**src/assert_macros.svh**
```systemverilog
// Assertion macros used by the agent top level.
`ifndef ASSERT_MACROS_SVH
`define ASSERT_MACROS_SVH

// Check a condition in the same cycle as its trigger.
`define TQLA_ASSERT_SAME(label, clk, rst_n, ante, cons) \
    label: assert property (@(posedge clk) disable iff (!rst_n) (ante) |-> (cons)) \
        else $error("tqla assertion failed");

// Check a condition in the cycle after its trigger.
`define TQLA_ASSERT_NEXT(label, clk, rst_n, ante, cons) \
    label: assert property (@(posedge clk) disable iff (!rst_n) (ante) |=> (cons)) \
        else $error("tqla assertion failed");

`endif

```
**src/tqla_pkg.sv**
```systemverilog
// Shared types, constants and helpers of the Q-learning agent.
package tqla_pkg;

    localparam int STATE_COUNT = 1024;               // power of two
    localparam int STATE_W     = $clog2(STATE_COUNT);
    localparam int NUM_ACT     = 4;
    localparam int UTIL_W      = 32;
    localparam int VISIT_W     = 30;
    localparam int DIV_W       = 32;

    localparam logic [VISIT_W-1:0] VISIT_MAX = 30'd999999999;

    localparam logic [15:0] LEARN_RATE_RST = 16'd6554;
    localparam logic [15:0] DISCOUNT_RST   = 16'd58982;

    localparam logic CFG_LEARN_RATE = 1'b0;
    localparam logic CFG_DISCOUNT   = 1'b1;

    typedef enum logic [1:0] {
        CMD_CHOOSE      = 2'd0,
        CMD_OBSERVE     = 2'd1,
        CMD_CORRECT     = 2'd2,
        CMD_NEW_EPISODE = 2'd3
    } t_cmd;

    function automatic logic signed [UTIL_W-1:0] sat_q16(input logic signed [36:0] v);
        if (v > 37'sd2147483647)
            return 32'sh7fffffff;
        else if (v < -37'sd2147483648)
            return 32'sh80000000;
        else
            return v[UTIL_W-1:0];
    endfunction

endpackage

```
**src/tqla_div.sv**
```systemverilog
// Iterative unsigned remainder unit, one quotient bit per cycle.
module tqla_div (
    input  logic                        i_clk,
    input  logic                        i_rst_n,
    input  logic                        i_start,
    input  logic [tqla_pkg::DIV_W-1:0]  i_dividend,
    input  logic [tqla_pkg::DIV_W-1:0]  i_divisor,
    output logic                        o_done,
    output logic [tqla_pkg::DIV_W-1:0]  o_rem
);
    import tqla_pkg::*;

    localparam int CNT_W = $clog2(DIV_W);

    logic             r_busy;
    logic             r_done;
    logic [CNT_W-1:0] r_cnt;
    logic [DIV_W-1:0] r_quo;
    logic [DIV_W-1:0] r_rem;
    logic [DIV_W-1:0] r_den;
    logic [DIV_W:0]   trial;
    logic [DIV_W:0]   diff;

    assign trial = {r_rem, r_quo[DIV_W-1]};
    assign diff  = trial - {1'b0, r_den};

    always_ff @(posedge i_clk) begin
        if (!i_rst_n) begin
            r_busy <= 1'b0;
            r_done <= 1'b0;
            r_cnt  <= '0;
        end else begin
            r_done <= 1'b0;
            if (i_start) begin
                r_busy <= 1'b1;
                r_cnt  <= CNT_W'(DIV_W - 1);
            end else if (r_busy) begin
                r_cnt <= r_cnt - 1'b1;
                if (r_cnt == '0) begin
                    r_busy <= 1'b0;
                    r_done <= 1'b1;
                end
            end
        end
    end

    always_ff @(posedge i_clk) begin
        if (i_start) begin
            r_quo <= i_dividend;
            r_den <= i_divisor;
            r_rem <= '0;
        end else if (r_busy) begin
            r_quo <= {r_quo[DIV_W-2:0], 1'b0};
            // remainder stays below the divisor, so it fits after the subtract
            if (trial >= {1'b0, r_den})
                r_rem <= diff[DIV_W-1:0];
            else
                r_rem <= trial[DIV_W-1:0];
        end
    end

    assign o_done = r_done;
    assign o_rem  = r_rem;

endmodule

```
**config.mk**
```make
export PLATFORM = sky130hd
export DESIGN_NAME = tqla_div
export DESIGN_NICKNAME = d
export VERILOG_FILES = /design/src/assert_macros.svh /design/src/tqla_pkg.sv /design/src/tqla_div.sv
export SDC_FILE = /design/constraint.sdc
export NUM_CORES = 1
export LEC_CHECK = 0
export BUFFER_PORTS_ARGS = -buffer_cell sky130_fd_sc_hd__buf_4
export CORE_MARGIN = 2
export CORE_UTILIZATION = 35
export CTS_CLUSTER_DIAMETER = 200
export DETAILED_ROUTE_END_ITERATION = 10
export GPL_TIMING_DRIVEN = 0
export PLACE_DENSITY_LB_ADDON = 0.08
export SYNTH_ARGS = -nofsm -noshare
export SYNTH_HDL_FRONTEND = slang
export SYNTH_SLANG_ARGS = --single-unit
```
**constraint.sdc**
```tcl
create_clock -name i_clk -period 4.25 [get_ports i_clk]
set_input_delay 0.85 -clock i_clk [delete_from_list [all_inputs] [get_ports i_clk]]
set_output_delay 0.85 -clock i_clk [all_outputs]
set_load 0.02 [all_outputs]
```
After elaboration in Yosys (flattened, before gate mapping)
Cells that the tools add are included.

Add/sub/neg operators: 2. Reductions and logical operators: 3. Multiplexer cells: 9. Bitwise logic cells: 2. Order comparisons: 1.

Operator list (number): $mux 32 (3); $ge 33x32->1 (1); $sub 32x32->32 (1); $mux 5 (2); $logic_not 5->1 (1); $sub 5x1->5 const B (1); $mux 1 (4); $reduce_or 3->1 (1); $not 1->1 (2); $reduce_bool 2->1 (1).

Word-level logic and storage cells: 23. Bits in registers: 103. Output and inout port bits: 33. Bits of input ports: 67.

Depth between registers and ports, before layout
Gate-level depths: netlist (run 1).

Word-level depth: 4. Mapped depth: 13. Mapped depth without buffers: 12.

Least setup slack after synthesis (run 1)
OpenSTA, ideal clock, no wires.

Path type: reg-to-reg. Start point: register r_rem[7] (netlist: o_rem[7]). End point: register r_rem[29] (netlist: o_rem[29]). Setup time: 131 ps. Path slack: 1415 ps. Period minus slack after synthesis: 2835 ps. Data required time: 4119 ps. Arrival time: 2703 ps. Stages on the path, launching flop included: 12. Buffers on the path: 2. Cells stage by stage: dfxtp_1 ha_1 and3_1 and4_1 a21bo_1 a31o_4 a2111oi_4 o21bai_1 buf_2 buf_6 a41oi_1 o31ai_1.

Cells in the longest elaborated chain, start to end: 2. Elaborated cells between the ends (all ways): 3. Those cells by class: add/sub: 1; order compare: 1; mux: 1.

RTL lines: start: declaration (line tqla_div.sv:19) `logic [DIV_W-1:0] r_rem;`; start signal: assignment (line tqla_div.sv:56) `r_rem <= diff[DIV_W-1:0];`; start signal: assignment (line tqla_div.sv:58) `r_rem <= trial[DIV_W-1:0];`; $sub 32x32->32 or $ge 33x32->1 (tied branches) (line tqla_div.sv:25, tqla_div.sv:55); $mux 32 * (line tqla_div.sv:55) `if (trial >= {1'b0, r_den})`.

Mark *: on every way between the ends. The rest lies on a longest branch, timed or not. A chain may end at the register's enable or synchronous reset.

Final worst setup path (run 1)
Start point: register r_quo[31]. End point: register r_rem[28] (netlist: o_rem[28]).

Cells in the longest elaborated chain, start to end: 2. Elaborated cells between the ends (all ways): 3. Those cells by class: add/sub: 1; order compare: 1; mux: 1.

RTL lines: start: declaration (line tqla_div.sv:18) `logic [DIV_W-1:0] r_quo;`; start signal: assignment (line tqla_div.sv:49) `r_quo <= i_dividend;`; start signal: assignment (line tqla_div.sv:53) `r_quo <= {r_quo[DIV_W-2:0], 1'b0};`; $sub 32x32->32 or $ge 33x32->1 (tied branches) (line tqla_div.sv:25, tqla_div.sv:55); $mux 32 * (line tqla_div.sv:55).

Marked as above.

==> impl_results.md, run 1 <==
* Run status: finished clean
* Critical path type: flop to flop
* Arr. time, crit path at ~3600 ps
* Max-cap viol count at 0
* # DRC at 0
* Clock Latency Late Sink at 370 ps
* Placed cell areas at 7060 um^2
* Post-Synthesis Net Count at ~700
* Synthesized flop and latch total at 103
* Synth area leader: edfxtp_1
* Worst path cell trace: inv_1 -> ha_1 -> inv_1 -> fa_1 -> a21o_1 -> a22o_1 -> o21ai_0 -> o21ai_0 -> a311o_1 -> o211ai_1 -> a211oi_1 -> a311o_1
* Initial antenna violation count at 0
* Post-route cell area at about 7400 um^2
* Slowest cell on the critical path: a311o_1
* DR WL/cell at ~17 um
* Post-Synthesis Cell Area at roughly 6000 um^2
* Postcts setup bufs at 0
* Top delay family on crit path: compound AO/OA/AOI/OAI gates
* TritonCTS clock tree: built
* Power Density at roughly 380 nW/um^2
* Final GP Congestion at about 0.85
* Fillcell total at 1707
* Largest net degree at the start of global routing at 34
* CTS Buf Count at 9
* Fin crit share at 0.793
* Top-level port count at 100
* CTS root buffer: clkbuf_16
* Reg-to-reg setup timing slack at approximately 880 ps
* Unique masters post-synth at 60
* Placeable Area at 17100 um^2
* VDD IR max at 0.000222 V
* Htree depth at 3
* # clock sinks at between 100 and 150
* Crit-path max cell delay at around 460 ps
* Top_reg_cell synth: edfxtp_1
* Post-synth EDFFs at 64
* Antenna viol nets, final at 0
* Leak at around 3 nW
* Min cycle time layout at roughly 3400 ps
* Worst setup SP type: flop
* Share of cells above drive strength 1 at 0.231
* Most frequent cells in the layout: buf_4 (99), edfxtp_1 (64), inv_1 (47), nand2_1 (40), dfxtp_1 (39)
* Vias in the first global route at about 4800
* Via density at around 5.3
* Drt first-iter violations at slightly above 300
* Syn. warnings at 0
* Syn_area_per_cell at 10.1 um^2
* Worst Tran Pin Value at roughly 1300 ps
* Complex-gate fraction of the synthesized area at 0.201
* Synth Area in XOR/XNOR at 0.0406
* Post-synthesis mux area share at 0.0595
* Routed WL at between 15000 and 20000 um
* Fin cells at roughly 940
* WP data required at ~4500 ps
* Global-route wire length before repair at 26100 um
* CTS resizes at 0
* Port bufs at 99
* Max clock buf depth at 2
* Placed insts at 923
* Drt first pass iters at 4
* FP Rows at 48
* Syn-to-layout area delta at 22.4%
* Reg clk slew, reported paths at about 80 ps
* Synth Area in Simple Gates at 0.125
* Cells after Synth at 599
* Synth top area share at 0.318
* GRT Total Usage at 0.185
* Multi-input combinational cell area at slightly above 3000 um^2
* Sequential-to-total area share from yosys stat at 0.448
* Post-synthesis adder-cell area fraction at 0.0738
* Asr flop ratio synth at 0
* Top post-synthesis cells by area: edfxtp_1 (32%), dfxtp_1 (13%), ha_1 (7.0%)
* GRT Residual Overflow at 0
* Fin. max-slew vios at 0
* ANT cells at 0
* RSZ-0062 raised after global routing: false
* Worst Path Max Fanout at 4
* Die Area at ~18000 um^2
* Register area at between 2000 and 3000 um^2
* Fmax at between 200 and 300 MHz
* Layout net count at ~810
* Max Clock Skew at 14.1 ps
* Final setup fails at 0
* Via count at around 4900
* Relative slew slack at 0.122
* Largest family of logic cells by synthesized area: compound AO/OA/AOI/OAI gates
* Die W at ~140 um
* Min-Delay Path Class: flop to flop
* Cts-stage hold buffer count at 0
* Die Y at approximately 140 um
* Dpl hpwl at roughly 12000 um
* Commonest non-fill, non-tap cell in the layout: buf_4
* Setup_tns at 0 ps
* Fin. Hold Viols at 0
* CP Buf/Inv Count at 2
* CP endpoint kind: flop
* Initial Util at 0.354
[per-layer routing]
metal,track usage,wire [um]
met1,0.253,7750
met2,0.293,7550
met3,0.0423,865
met4,0.0532,252
met5,0,0
[worst register-to-register path: stages, from the launching register on]
cell	delay (ps)
edfxtp_1	390
inv_1	140
ha_1	180
inv_1	50
fa_1	400
a21o_1	210
a22o_1	230
o21ai_0	340
o21ai_0	380
a311o_1	460
o211ai_1	110
a211oi_1	80
a311o_1	290
[cells by family after synthesis]
group,after synthesis
compound gates,169
simple gates,155
flops,103
buf+inv,77
fa+ha+maj,35
mux,32
xor+xnor,28
[path summary, 6_finish.rpt]
| path | cells past startpoint | to | start |
|---|---|---|---|
| hold / removal | 2 | o_rem[14] | o_rem[14] |
| setup reg to reg | 12 | o_rem[28] | r_quo[31] |
| setup / recovery | 12 | o_rem[28] | r_quo[31] |
| hold reg to reg | 2 | o_rem[14] | o_rem[14] |
[stage by stage]
step / power, W / setup slack (ps) / hold WS (ps) / utilization
after detailed placement: 0.00191 / 651 / 515 / 0.414
final: 0.00279 / 878 / 523 / 0.433
after floorplan: 0.00167 / 1420 / 518 / -
after CTS: 0.00282 / 886 / 525 / 0.433
after global routing: 0.00294 / 662 / 541 / 0.433
after global placement: 0.00190 / 682 / 514 / 0.414
[sequential cells by signal, indices dropped and copies added (netlist names)]
signal	count
o_rem	32
r_den	32
r_quo	32
r_cnt	5
o_done	1
r_busy	1
[report_power, final]
part,switching (W),total (W),internal (W)
clock,0.000431,0.000908,0.000477
combinational,0.000388,0.000674,0.000286
sequential,0.0000532,0.00121,0.00116
total,0.000872,0.00279,0.00192
[synth_stat cells, types with 3 or more instances]
cell type,count
edfxtp_1,64
dfxtp_1,39
nand3_1,25
a211oi_1,7
nor4_1,3
a21oi_1,30
nor3_1,11
o311ai_1,4
o21ai_0,32
nand4_1,5
o21a_1,6
xor2_1,9
a21o_1,12
o31ai_1,6
o311ai_0,4
and3_1,10
o211ai_1,9
buf_2,4
o21bai_1,9
a31oi_1,12
a311o_1,3
mux2_2,31
ha_1,34
nand2b_1,5
a311oi_1,16
buf_6,3
nor2b_1,4
inv_1,47
and2_1,8
clkbuf_1,18
nor2_1,33
xnor2_1,19
nand2_1,40
or4_1,3
buf_1,4
[cell type report]
cell class / instances / share of cell area
multi-input combinational: 419 / 0.408
clock buffer: 9 / 0.0305
tap: 225 / 0.0381
inverter: 48 / 0.0244
clock inverter: 7 / 0.0137
buffer: 29 / 0.0185
timing repair buffer: 99 / 0.101
sequential: 103 / 0.366
No activity file was read; power rests on OpenSTA's default activity.
==> run 2, diff against run 1 <==
ABC_AREA = 1   (was default)
clock period = 3.5 ns   (was 4.25 ns; I/O delays follow)
==> run 2 against run 1 <==
Total power increased by 3.8%. Routed wire length increased by 17%. Clock power increased by 24%. Synthesized cell count increased by 67%. Clock-buffer cell count unchanged. Sequential power increased by 16%. Via count increased by 26%. Core utilization decreased by 0.50 points. Worst hold slack got worse by 33 ps. Largest cell class unchanged. Largest power group unchanged.
==> impl_results.md, run 2 <==
* GRT Total Usage at 0.192
* Most common cell in the netlist: nand2_1
* Vias in the first global route at 5957
* Syn. warnings at 0
* Min-Delay Path Class: flop to flop
* Worst Tran Pin Value at ~780 ps
* Register area at 2700 um^2
* Placed cell areas at just under 8000 um^2
* Synth top area share at 0.281
* Via density at about 4.5
* WP data required at ~3800 ps
* Via count at about 6200
* Htree depth at 3
* Post-route cell area at 8280 um^2
* Drt first-iter violations at roughly 410
* Final setup fails at 0
* Global-route wire length before repair at 30300 um
* Most frequent cells in the layout: nand2_1 (420), inv_1 (192), buf_4 (102), nand3_1 (86), edfxtp_1 (64)
* Fillcell total at 2137
* Fmax at a little over 400 MHz
* Worst flop-to-flop path startpoint: r_den[7]
* Synth area leader: edfxtp_1
* Routed WL at ~19000 um
* Placed insts at 1368
* Max-cap viol count at 0
* Cts-stage hold buffer count at 0
* HP Start: o_rem[20]
* Run status: finished clean
* Cells after Synth at around 1000
* Max clock buf depth at 2
* Share of cells above drive strength 1 at 0.127
* FP Rows at 51
* Die Y at 144 um
* Post-Synthesis Net Count at 1105
* Postcts setup bufs at 0
* Fin. max-slew vios at 0
* Dpl hpwl at roughly 15000 um
* Synth cell count leaders: nand2_1 (420), inv_1 (192), nand3_1 (86), edfxtp_1 (64), nor2_1 (40)
* Worst Path Max Fanout at 34
* Syn-to-layout area delta at 20.9%
* # clock sinks at 103
* Post-synth EDFFs at 64
* Power Density at ~350 nW/um^2
* Drt first pass iters at 4
* Worst setup SP type: primary input
* Largest net degree at the start of global routing at 35
* Syn_area_per_cell at 6.82 um^2
* CTS Buf Count at 9
* Worst Setup SP: i_start
* Max Clock Skew at between 10 and 15 ps
* Die W at 144 um
* Antenna viol nets, final at 0
* CTS resizes at 0
* Commonest non-fill, non-tap cell in the layout: nand2_1
* TritonCTS clock tree: built
* Asr flop ratio synth at 0
* Top_reg_cell synth: edfxtp_1
* Arr. time, crit path at 2720 ps
* Sequential-to-total area share from yosys stat at 0.395
* Min cycle time layout at roughly 2400 ps
* Reg clk slew, reported paths at approximately 70 ps
* RSZ-0062 raised after global routing: false
* Fin crit share at 0.690
* Relative slew slack at 0.477
* DR WL/cell at between 10 and 15 um
* Critical path type: primary input to flop
* Layout net count at about 1200
* Synthesized flop and latch total at about 100
* Port bufs at just under 100
* Unique masters post-synth at 33
* Initial antenna violation count at 0
* Fin cells at about 1400
* Top post-synthesis cells by area: edfxtp_1 (28%), nand2_1 (23%), dfxtp_1 (11%)
* Fin. Hold Viols at 0
* Fin util at 0.428
* Initial Util at 0.354
* GRT Residual Overflow at 0
* Leak at 4.53 nW
* Final GP Congestion at about 0.92
* CTS root buffer: clkbuf_16
* Post-Synthesis Cell Area at between 6000 and 7000 um^2
* Top-level port count at 100
* Die Area at between 20000 and 25000 um^2
* Clock Latency Late Sink at 370 ps
* # DRC at 0
* CP endpoint kind: flop
* Placeable Area at 19300 um^2
* VDD IR max at 0.000246 V
* ANT cells at 0
* Multi-input combinational cell area at 3290 um^2
* Setup_tns at 0 ps
-- run 2: critical path, cell delays in order --
cell	delay [ps]
buf_4	260
clkbuf_1	310
nor2_1	510
clkbuf_1	660
nand3_1	170
nand2_1	90
-- run 2: worst paths after layout --
check              end  slack (ps)  cells after the start
min          o_rem[20]         490                      2
min reg2reg  o_rem[20]         490                      2
max reg2reg  o_rem[21]        1100                     15
max          o_rem[15]        1090                      6
-- run 2: logic make-up after synthesis --
group | share of synthesized area
flops | 0.395
buf+inv | 0.124
compound gates | 0.0362
simple gates | 0.362
fa+ha+maj | 0.0651
xor+xnor | 0.0179
-- run 2: layer usage --
layer	up-vias	global-route usage	share of wire
met5	-	0	0
met3	25	0.0407	0.051
met2	126	0.333	0.48
met1	2773	0.238	0.45
li1	3316	-	-
met4	0	0.0614	0.019
-- run 2: cell type report --
cell class	count	area share
multi-input cells	686	0.398
flip-flops and latches	103	0.327
repair buffers	100	0.0922
inverters	192	0.0871
well taps	265	0.0401
clock buffers	9	0.0272
plain buffers	22	0.0157
clock inverters	7	0.0133
-- run 2: stage by stage --
step | worst slack (ps) | total power [W] | hold slack (ps)
CTS | 1050 | 0.00295 | 484
detailed placement | 661 | 0.00181 | 477
global route | 889 | 0.00304 | 486
global placement | -330 | 0.00180 | 465
floorplan | 1130 | 0.00165 | 443
finish | 1090 | 0.00290 | 490
-- run 2: where the power goes --
part	total [W]	switching [W]	internal, W
logic	0.000369	0.000224	0.000145
registers	0.00140	0.0000248	0.00138
clock network	0.00113	0.000541	0.000587
